**config.mk**
```make
export PLATFORM = sky130hd
export DESIGN_NAME = ehabi_unwind_opcode_decoder_core
export DESIGN_NICKNAME = d
export VERILOG_FILES = /design/src/rtl/core/eud_pkg.sv /design/src/rtl/core/eud_pop_summary.sv /design/src/rtl/core/eud_decoder.sv /design/src/rtl/core/ehabi_unwind_opcode_decoder_core.sv
export SDC_FILE = /design/constraint.sdc
export NUM_CORES = 1
export LEC_CHECK = 0
export BUFFER_PORTS_ARGS = -buffer_cell sky130_fd_sc_hd__buf_4
export CAP_MARGIN = 20
export CORE_UTILIZATION = 55
export CTS_CLUSTER_SIZE = 30
export DETAILED_ROUTE_END_ITERATION = 7
export PLACE_DENSITY_LB_ADDON = 0.3
export SLEW_MARGIN = 40
export SYNTH_ARGS = -nofsm -noshare
export SYNTH_HDL_FRONTEND = slang
export SYNTH_SLANG_ARGS = --single-unit
```
**constraint.sdc**
```tcl
create_clock -name clk -period 15.7 [get_ports clk]
set_clock_uncertainty 0.05 [all_clocks]
set_input_delay 3.14 -clock clk [delete_from_list [all_inputs] [get_ports clk]]
set_output_delay 3.14 -clock clk [all_outputs]
set_load 0.02 [all_outputs]
```
**src/rtl/core/eud_pkg.sv**
```systemverilog
// Shared types, opcode constants and helpers for the EHABI unwind opcode decoder.
package eud_pkg;

    // Result kinds.
    localparam logic [2:0] KIND_ALLOC    = 3'd0;
    localparam logic [2:0] KIND_DEALLOC  = 3'd1;
    localparam logic [2:0] KIND_POP_ONE  = 3'd2;
    localparam logic [2:0] KIND_POP_MANY = 3'd3;
    localparam logic [2:0] KIND_SP_MOVE  = 3'd4;
    localparam logic [2:0] KIND_FINISH   = 3'd5;
    localparam logic [2:0] KIND_OPAQUE   = 3'd6;
    localparam logic [2:0] KIND_NONE     = 3'd7;

    // Register classes.
    localparam logic [1:0] CLS_NONE = 2'd0;
    localparam logic [1:0] CLS_GP   = 2'd1;
    localparam logic [1:0] CLS_FP   = 2'd2;

    // Stream status codes.
    localparam logic [1:0] STAT_MORE   = 2'd0;
    localparam logic [1:0] STAT_FINISH = 2'd1;
    localparam logic [1:0] STAT_END_OK = 2'd2;
    localparam logic [1:0] STAT_TRUNC  = 2'd3;

    // Whole opcode bytes.
    localparam logic [7:0] OP_FINISH  = 8'hB0;
    localparam logic [7:0] OP_POP_LOW = 8'hB1;
    localparam logic [7:0] OP_ULEB    = 8'hB2;
    localparam logic [7:0] OP_VFP_X   = 8'hB3;
    localparam logic [7:0] OP_SPARE_A = 8'hC6;
    localparam logic [7:0] OP_SPARE_B = 8'hC7;
    localparam logic [7:0] OP_VFP_HI  = 8'hC8;
    localparam logic [7:0] OP_VFP_LO  = 8'hC9;

    // Opcode groups by their upper bits.
    localparam logic [1:0] GRP_ALLOC     = 2'b00;
    localparam logic [1:0] GRP_DEALLOC   = 2'b01;
    localparam logic [3:0] GRP_POP_MASK  = 4'h8;
    localparam logic [3:0] GRP_SP_MOVE   = 4'h9;
    localparam logic [4:0] GRP_POP_R4    = 5'b10100;
    localparam logic [4:0] GRP_POP_R4_LR = 5'b10101;
    localparam logic [4:0] GRP_VFP_D8X   = 5'b10111;
    localparam logic [4:0] GRP_VFP_D8    = 5'b11010;

    // Register numbers that cannot be an sp source.
    localparam logic [3:0] REG_SP = 4'd13;
    localparam logic [3:0] REG_PC = 4'd15;

    localparam logic [63:0] ULEB_BASE  = 64'h204;
    localparam int          OUT_BITS   = 147;
    localparam int          TDATA_BITS = 152;

    typedef enum logic [1:0] {
        PEND_NONE,
        PEND_PAIR,
        PEND_ULEB
    } pend_t;

    typedef struct packed {
        pend_t       pending;
        logic [7:0]  held_first_byte;
        logic [11:0] byte_position;
        logic [11:0] opcode_start;
        logic [63:0] uleb_value;
        logic [6:0]  uleb_shift;
        logic [7:0]  uleb_bytes;
        logic        stopped;
        logic        refuse_seen;
    } eud_state_t;

    localparam eud_state_t STATE_CLEAR = '{
        pending:         PEND_NONE,
        held_first_byte: 8'd0,
        byte_position:   12'd0,
        opcode_start:    12'd0,
        uleb_value:      64'd0,
        uleb_shift:      7'd0,
        uleb_bytes:      8'd0,
        stopped:         1'b0,
        refuse_seen:     1'b0
    };

    // Request to the register pop summary unit.
    typedef struct packed {
        logic [1:0]  cls;
        logic [4:0]  first;
        logic [15:0] mask;
        logic        wide_slot;
        logic        extra_word;
    } eud_pop_req_t;

    typedef struct packed {
        logic [2:0]  kind;
        logic [4:0]  first;
        logic [31:0] mask;
        logic [63:0] stack;
    } eud_pop_res_t;

    typedef struct packed {
        logic [2:0]  op_kind;
        logic [11:0] code_offset;
        logic [7:0]  byte_count;
        logic [1:0]  register_class;
        logic [4:0]  first_register;
        logic [31:0] register_mask;
        logic [63:0] stack_offset;
        logic [1:0]  raw_count;
        logic [7:0]  raw_first;
        logic [7:0]  raw_second;
        logic        refuses_unwind;
        logic [1:0]  stream_status;
    } eud_result_t;

    // Mask with the lowest count bits set, count from 1 to 16.
    function automatic logic [15:0] run_mask(input logic [4:0] count);
        logic [16:0] ones;
        ones = (17'd1 << count) - 17'd1;
        return ones[15:0];
    endfunction

endpackage

```
**src/rtl/core/eud_pop_summary.sv**
```systemverilog
// Register pop summary: placed mask, register count, lowest register and stack size.
module eud_pop_summary
    import eud_pkg::*;
(
    input  eud_pop_req_t req,
    output eud_pop_res_t res
);

    logic [46:0] placed;
    logic [31:0] kept;
    logic [5:0]  count;
    logic [4:0]  lowest;
    logic [63:0] slots;

    // Registers at number 32 or above fall off the top of the mask.
    assign placed = {31'd0, req.mask} << req.first;
    assign kept   = placed[31:0];

    // Population count and lowest set bit over the fixed 32-bit mask.
    always_comb
    begin
        count  = 6'd0;
        lowest = 5'd0;
        for (int i = 0; i < 32; i++)
        begin
            count = count + {5'd0, kept[i]};
        end
        for (int i = 31; i >= 0; i--)
        begin
            if (kept[i])
            begin
                lowest = 5'(i);
            end
        end
    end

    // Four or eight bytes per register, plus one word for the FSTMX forms.
    assign slots = req.wide_slot ? ({58'd0, count} << 3) : ({58'd0, count} << 2);

    always_comb
    begin
        res.kind  = (count > 6'd1) ? KIND_POP_MANY : KIND_POP_ONE;
        res.first = lowest;
        res.mask  = kept;
        res.stack = slots + (req.extra_word ? 64'd4 : 64'd0);
    end

endmodule

```
**src/rtl/core/eud_decoder.sv**
```systemverilog
// Combinational opcode decoder: next stream state and the result for one byte.
module eud_decoder
    import eud_pkg::*;
#(
    parameter int POS_CAP = 4095
)
(
    input  eud_state_t  state,
    input  logic [7:0]  byte_value,
    input  logic        end_of_stream,
    output eud_state_t  state_next,
    output logic        done,
    output eud_result_t result
);

    eud_pop_req_t pop_req;
    eud_pop_res_t pop_res;
    logic         pop_sel;
    eud_result_t  base;
    logic [7:0]   b;
    logic [7:0]   h;
    logic [11:0]  pair_mask;
    logic [63:0]  uleb_shifted;
    logic [63:0]  uleb_merged;
    logic [7:0]   uleb_count;

    assign b = byte_value;
    assign h = state.held_first_byte;
    assign pair_mask = {h[3:0], b};
    assign uleb_shifted = {57'd0, b[6:0]} << state.uleb_shift[5:0];
    assign uleb_merged = state.uleb_value | uleb_shifted;
    assign uleb_count = state.uleb_bytes + 8'd1;

    eud_pop_summary u_pop (
        .req (pop_req),
        .res (pop_res)
    );

    // Main decode of the byte against the pending opcode.
    always_comb
    begin
        state_next = state;
        base       = '0;
        done       = 1'b0;
        pop_sel    = 1'b0;
        pop_req    = '0;
        if (state.stopped)
        begin
            // Bytes after finish are dropped until the stream ends.
            if (end_of_stream)
            begin
                state_next = STATE_CLEAR;
            end
        end
        else
        begin
            case (state.pending)
                PEND_NONE:
                begin
                    state_next.opcode_start = state.byte_position;
                    base.byte_count = 8'd1;
                    done = 1'b1;
                    if (b[7:6] == GRP_ALLOC || b[7:6] == GRP_DEALLOC)
                    begin
                        base.op_kind = (b[7:6] == GRP_DEALLOC) ? KIND_DEALLOC : KIND_ALLOC;
                        base.stack_offset = {56'd0, b[5:0], 2'b00} + 64'd4;
                    end
                    else if (b[7:4] == GRP_POP_MASK || b == OP_POP_LOW || b == OP_VFP_X ||
                             b == OP_SPARE_A || b == OP_SPARE_B || b == OP_VFP_HI ||
                             b == OP_VFP_LO)
                    begin
                        state_next.pending = PEND_PAIR;
                        state_next.held_first_byte = b;
                        done = 1'b0;
                    end
                    else if (b == OP_ULEB)
                    begin
                        state_next.pending = PEND_ULEB;
                        state_next.uleb_value = 64'd0;
                        state_next.uleb_shift = 7'd0;
                        state_next.uleb_bytes = 8'd0;
                        done = 1'b0;
                    end
                    else if (b[7:4] == GRP_SP_MOVE)
                    begin
                        if (b[3:0] == REG_SP || b[3:0] == REG_PC)
                        begin
                            base.op_kind = KIND_OPAQUE;
                            base.raw_count = 2'd1;
                            base.raw_first = b;
                        end
                        else
                        begin
                            base.op_kind = KIND_SP_MOVE;
                            base.register_class = CLS_GP;
                            base.first_register = {1'b0, b[3:0]};
                            base.register_mask = 32'd1 << b[3:0];
                        end
                    end
                    else if (b[7:3] == GRP_POP_R4 || b[7:3] == GRP_POP_R4_LR)
                    begin
                        pop_sel = 1'b1;
                        pop_req.cls = CLS_GP;
                        pop_req.first = 5'd4;
                        pop_req.mask = run_mask({2'd0, b[2:0]} + 5'd1);
                        if (b[7:3] == GRP_POP_R4_LR)
                        begin
                            // The link register sits at bit 10 above r4.
                            pop_req.mask[10] = 1'b1;
                        end
                    end
                    else if (b == OP_FINISH)
                    begin
                        base.op_kind = KIND_FINISH;
                        base.stream_status = STAT_FINISH;
                        state_next.stopped = 1'b1;
                    end
                    else if (b[7:3] == GRP_VFP_D8X || b[7:3] == GRP_VFP_D8)
                    begin
                        pop_sel = 1'b1;
                        pop_req.cls = CLS_FP;
                        pop_req.first = 5'd8;
                        pop_req.mask = run_mask({2'd0, b[2:0]} + 5'd1);
                        pop_req.wide_slot = 1'b1;
                        pop_req.extra_word = (b[7:3] == GRP_VFP_D8X);
                    end
                    else
                    begin
                        base.op_kind = KIND_OPAQUE;
                        base.raw_count = 2'd1;
                        base.raw_first = b;
                    end
                end
                PEND_PAIR:
                begin
                    state_next.pending = PEND_NONE;
                    base.byte_count = 8'd2;
                    done = 1'b1;
                    base.op_kind = KIND_OPAQUE;
                    base.raw_count = 2'd2;
                    base.raw_first = h;
                    base.raw_second = b;
                    if (h[7:4] == GRP_POP_MASK)
                    begin
                        if (pair_mask == 12'd0)
                        begin
                            // Reserved empty mask marks the frame as not unwindable.
                            state_next.refuse_seen = 1'b1;
                        end
                        else
                        begin
                            pop_sel = 1'b1;
                            pop_req.cls = CLS_GP;
                            pop_req.first = 5'd4;
                            pop_req.mask = {4'd0, pair_mask};
                        end
                    end
                    else if (h == OP_POP_LOW)
                    begin
                        if (b != 8'd0 && b[7:4] == 4'd0)
                        begin
                            pop_sel = 1'b1;
                            pop_req.cls = CLS_GP;
                            pop_req.first = 5'd0;
                            pop_req.mask = {12'd0, b[3:0]};
                        end
                    end
                    else if (h == OP_VFP_X || h == OP_VFP_HI || h == OP_VFP_LO)
                    begin
                        pop_sel = 1'b1;
                        pop_req.cls = CLS_FP;
                        pop_req.first = (h == OP_VFP_HI) ? {1'b1, b[7:4]} : {1'b0, b[7:4]};
                        pop_req.mask = run_mask({1'b0, b[3:0]} + 5'd1);
                        pop_req.wide_slot = 1'b1;
                        pop_req.extra_word = (h == OP_VFP_X);
                    end
                end
                PEND_ULEB:
                begin
                    // Operand bits at shift 64 or beyond are dropped.
                    if (state.uleb_shift < 7'd64)
                    begin
                        state_next.uleb_value = uleb_merged;
                        state_next.uleb_shift = state.uleb_shift + 7'd7;
                    end
                    state_next.uleb_bytes = uleb_count;
                    if (!b[7])
                    begin
                        base.op_kind = KIND_ALLOC;
                        base.byte_count = uleb_count + 8'd1;
                        base.stack_offset = ULEB_BASE + (state_next.uleb_value << 2);
                        state_next.pending = PEND_NONE;
                        done = 1'b1;
                    end
                end
                default:
                begin
                    state_next.pending = PEND_NONE;
                end
            endcase

            // The offset counter saturates at its cap.
            if (state.byte_position < 12'(POS_CAP))
            begin
                state_next.byte_position = state.byte_position + 12'd1;
            end

            if (end_of_stream)
            begin
                if (!done)
                begin
                    base = '0;
                    base.op_kind = KIND_NONE;
                    base.stream_status = STAT_TRUNC;
                    done = 1'b1;
                end
                else if (base.stream_status == STAT_MORE)
                begin
                    base.stream_status = STAT_END_OK;
                end
            end
            base.code_offset = state_next.opcode_start;
            base.refuses_unwind = state_next.refuse_seen;
            if (end_of_stream)
            begin
                state_next = STATE_CLEAR;
            end
        end
    end

    // Merge in the pop summary for register pop opcodes; a pop carries no raw bytes.
    always_comb
    begin
        result = base;
        if (pop_sel)
        begin
            result.op_kind        = pop_res.kind;
            result.register_class = pop_req.cls;
            result.first_register = pop_res.first;
            result.register_mask  = pop_res.mask;
            result.stack_offset   = pop_res.stack;
            result.raw_count      = 2'd0;
            result.raw_first      = 8'd0;
            result.raw_second     = 8'd0;
        end
    end

endmodule

```
**src/rtl/core/ehabi_unwind_opcode_decoder_core.sv**
```systemverilog
// EHABI unwind opcode decoder: input register, single-pass decode, result register.
// An accepted byte is held in the input register, decoded, and its result is captured in the result register.
// Throughput: one stream byte per cycle while the result side is not stalled, set by the single-pass decode.
// A waiting result does not block intake while the result register can be refilled.
// Reset (rst_n low, asynchronous) clears all stream state and both valid flags.
module ehabi_unwind_opcode_decoder_core
    import eud_pkg::*;
#(
    parameter int MAX_STREAM_BYTES = 4096
)
(
    input  logic                  clk,
    input  logic                  rst_n,
    input  logic                  s_axis_tvalid,
    output logic                  s_axis_tready,
    input  logic [7:0]            s_axis_tdata,  // byte_value[7:0]
    input  logic                  s_axis_tlast,  // end_of_stream
    output logic                  m_axis_tvalid,
    input  logic                  m_axis_tready,
    // op_kind[2:0], code_offset[14:3], byte_count[22:15], register_class[24:23],
    // first_register[29:25], register_mask[61:30], stack_offset[125:62],
    // raw_count[127:126], raw_first[135:128], raw_second[143:136],
    // refuses_unwind[144], stream_status[146:145], zero pad [151:147]
    output logic [TDATA_BITS-1:0] m_axis_tdata
);

    localparam int POS_CAP = (MAX_STREAM_BYTES - 1 < 4095) ? MAX_STREAM_BYTES - 1 : 4095;

    logic        in_valid_reg;
    logic [7:0]  in_byte_reg;
    logic        in_last_reg;
    eud_state_t  state_reg;
    eud_state_t  state_next;
    logic        out_valid_reg;
    eud_result_t out_result_reg;
    eud_result_t dec_result;
    logic        dec_done;
    logic        out_free;
    logic        consume;
    logic        s_accept;

    eud_decoder #(
        .POS_CAP (POS_CAP)
    ) u_decoder (
        .state         (state_reg),
        .byte_value    (in_byte_reg),
        .end_of_stream (in_last_reg),
        .state_next    (state_next),
        .done          (dec_done),
        .result        (dec_result)
    );

    // A held byte retires when it yields no result or the result slot frees up.
    assign out_free      = !out_valid_reg || m_axis_tready;
    assign consume       = in_valid_reg && (!dec_done || out_free);
    assign s_axis_tready = !in_valid_reg || consume;
    assign s_accept      = s_axis_tvalid && s_axis_tready;

    // Input register control and stream state.
    always_ff @(posedge clk or negedge rst_n)
    begin
        if (!rst_n)
        begin
            in_valid_reg  <= 1'b0;
            state_reg     <= STATE_CLEAR;
            out_valid_reg <= 1'b0;
        end
        else
        begin
            if (s_accept)
            begin
                in_valid_reg <= 1'b1;
            end
            else if (consume)
            begin
                in_valid_reg <= 1'b0;
            end
            if (consume)
            begin
                state_reg <= state_next;
            end
            if (consume && dec_done)
            begin
                out_valid_reg <= 1'b1;
            end
            else if (m_axis_tready)
            begin
                out_valid_reg <= 1'b0;
            end
        end
    end

    // Payload registers.
    always_ff @(posedge clk)
    begin
        if (s_accept)
        begin
            in_byte_reg <= s_axis_tdata;
            in_last_reg <= s_axis_tlast;
        end
        if (consume && dec_done)
        begin
            out_result_reg <= dec_result;
        end
    end

    // Pack the result transfer, first field in the lowest bits.
    assign m_axis_tvalid = out_valid_reg;
    assign m_axis_tdata  = {
        5'd0,
        out_result_reg.stream_status,
        out_result_reg.refuses_unwind,
        out_result_reg.raw_second,
        out_result_reg.raw_first,
        out_result_reg.raw_count,
        out_result_reg.stack_offset,
        out_result_reg.register_mask,
        out_result_reg.first_register,
        out_result_reg.register_class,
        out_result_reg.byte_count,
        out_result_reg.code_offset,
        out_result_reg.op_kind
    };

endmodule

```
==> impl_metrics.json <==
{
  "cts_setup_buffers": 0,
  "rsz0062_at_grt": "false",
  "finalHoldViolCount": 0,
  "ys_seq_area_share_pct": 39.9,
  "final_antenna_net_count": 0,
  "seqPwrFrac_pct": 35.2,
  "outcome": "completed",
  "ir_drop_v": 0.0000930,
  "cts_hold_buf": 0,
  "cpMostUsedCell": "fa_1",
  "fp-row-count": 67,
  "p_switching_mw": 1.08,
  "switching_share_pct": 39.5,
  "drtIter0Drc": 2428,
  "grt_max_degree": 85,
  "critPathMaxStageDelay_ns": 0.74,
  "yosysTopAreaCell": "edfxtp_1",
  "clock.fmax_ghz": 0.0949,
  "largest_register_ff_count": 145,
  "n_fill_cell": 2765,
  "cts-root-buf": "clkbuf_16",
  "use_met2_pct": 54.3,
  "h-tree-depth": 1,
  "finalWorstSetupSlack_ns": 5.16,
  "startpoint_type": "register",
  "dieArea_mm2": 0.0350,
  "nNetsFinal": 2286,
  "wl_per_cell_um": 23.7,
  "syn_avg_cell_area_um2": 8.78,
  "ctsResizeCount": 0,
  "path_class": "reg -> reg",
  "power_per_cell_area_mw_per_mm2": 128,
  "drive_gt1_share_pct": 15.3,
  "placed_area_mm2": 0.0202,
  "p_leak_nw": 8.22,
  "clkSinkCount": 269,
  "utilization_pct": 63.5,
  "drc": 0,
  "clkPwrFrac_pct": 27.3,
  "vias": 18115,
  "setup-violations-final": 0,
  "ys_seq_elements": 269,
  "reg2reg_slack_ns": 5.16,
  "finalCriticalPeriod_ns": 10.54,
  "dp_hpwl_um": 45900,
  "antenna_found_initial": 1,
  "finish.instance_area_mm2": 0.0214,
  "clk_pin_slew_ns": 0.07,
  "cap_violations": 0,
  "die_w_um": 187,
  "async_reset_ff_share_pct": 42.8,
  "cp-startpoint": "in_byte_reg[0]",
  "worstReg2RegEnd": "m_axis_tdata[0]",
  "clk_path_buf_depth": 3,
  "cts_tree": "yes",
  "grt_overflow": 0,
  "cp_slowest_cell": "ha_2",
  "r2r_start": "in_byte_reg[0]",
  "ios": 167,
  "cts_buffers": 30,
  "synth_area_leaders": "edfxtp_1, dfrtp_1, nor2_1, nand2_1, a21oi_1",
  "dpl_worst_slack_ns": 4.98,
  "gp_congestion": 1.02,
  "use_met1_pct": 52.3,
  "worst_pin_slew_ns": 0.910,
  "grt_use_met3_pct": 6.02,
  "ys.flop_type": "edfxtp_1",
  "hold_class": "reg -> reg",
  "setup_tns_ns": 0,
  "grt_pass1_wl_um": 98400,
  "routed_via_density": 6.72,
  "crit_path_end": "m_axis_tdata[0]",
  "finalWirelength_um": 63800,
  "dr.pass1.iters": 6,
  "max-slew-margin-rel_pct": 39.2,
  "grt_pass1_vias": 16601,
  "yosys.cell_types.count": 115,
  "diodes": 0,
  "cp_max_fo": 32,
  "pwr-share-comb_pct": 37.5,
  "clk_latency_ns": 0.60,
  "busiest_layer": "met2",
  "synth_top_cells_by_count": "nor2_1, nand2_1, a21oi_1, edfxtp_1, dfrtp_1",
  "core_mm2": 0.0336,
  "yosysWarnings": 0,
  "synth_edf_count": 154,
  "port_buffers": 159,
  "timing.final.crit_share_pct": 67.1,
  "slew_viol_final": 0,
  "cp.required_ns": 15.96,
  "area_growth_pct": 13.5,
  "ff2ff_path_depth": 31,
  "synth_top_area_share_pct": 24.6,
  "synth_area_mm2": 0.0188,
  "die_h_um": 187,
  "cp-end-kind": "register",
  "initial_core_util_pct": 56.0,
  "crit_arrival_ns": 10.80,
  "gr-usage-all-layers_pct": 35.9,
  "netlist_instances": 2142,
  "yosysMostFrequentCell": "nor2_1",
  "p_int_mw": 1.66
}
==> cell usage in the layout (no fill, tap or decap), drive strengths merged, types with 23 or more instances in the layout <==
cell type  instances
nor4              31
ha                24
nor3              78
nand2            230
nor2             237
edfxtp           154
and3              27
nor2b             23
a21oi            164
a22oi             28
or2               25
fa                24
inv               66
o22ai             27
and2              28
xor2              42
dfrtp            115
clkbuf            38
nand3             59
xnor2             44
o21ai            121
buf              199
o31ai             60
or3               27
==> worst min path at each step <==
stage | start | end | cells past startpoint
final | state_reg[18] | state_reg[18] | 2
after floorplan | state_reg[18] | state_reg[18] | 2
after CTS | state_reg[18] | state_reg[18] | 2
after global routing | state_reg[18] | state_reg[18] | 2
after global placement | state_reg[18] | state_reg[18] | 2
after detailed placement | state_reg[18] | state_reg[18] | 2
==> layout make-up <==
type	instances	area [um^2]	area share, %
Clock buffer	38	811	3.80
Clock inverter	18	244	1.14
Inverter	68	255	1.20
Multi-Input combinational cell	1657	10400	48.9
Sequential cell	269	7500	35.1
Tap cell	448	561	2.62
Timing Repair Buffer	199	1540	7.20
==> stage by stage <==
step | total power, mW | hold WS (ns) | std cells
floorplan | 1.63 | 0.383 | 2148
global placement | 1.95 | 0.394 | 2638
detailed placement | 1.97 | 0.405 | 2639
CTS | 2.72 | 0.418 | 2695
global route | 2.85 | 0.439 | 2697
finish | 2.74 | 0.417 | 2697
==> logic make-up (layout without fill, tap and decap cells) <==
family / after synthesis / count (layout) / share of synthesized area, %
other: 1 / 7 / 0.0199
flip-flops: 269 / 269 / 39.9
buffers and inverters: 222 / 323 / 5.25
AND/OR/NAND/NOR: 874 / 874 / 23.1
multiplexers: 31 / 31 / 2.00
adder cells (fa/ha/maj): 48 / 48 / 4.15
AO/OA/AOI/OAI: 611 / 611 / 21.6
XOR/XNOR: 86 / 86 / 4.00
==> power by group through the flow <==
stage	combinational, mW	clock, mW	sequential (mW)
2_1_floorplan	0.566	0	1.06
3_3_place_gp	0.975	0	0.972
3_5_place_dp	0.995	0	0.976
4_1_cts	1.00	0.754	0.965
5_1_grt	1.10	0.780	0.976
6_report	1.03	0.749	0.965
==> layer usage <==
layer | wire length (um) | vias to the layer above | share of wire (%)
li1 | - | 8053 | -
met1 | 27000 | 8695 | 42
met2 | 27900 | 1187 | 44
met3 | 6630 | 178 | 10
met4 | 2230 | 2 | 3.5
met5 | 12 | - | 0.019
==> critical path, delay by kind of cell (launching register included) <==
kind | cells | cell delay [ns]
simple gates | 7 | 1.42
compound gates | 7 | 2.27
flops | 1 | 0.36
fa+ha+maj | 11 | 5.15
mux | 1 | 0.22
xor+xnor | 1 | 0.31
buf+inv | 4 | 0.44
(Power assumes the default switching activity.)
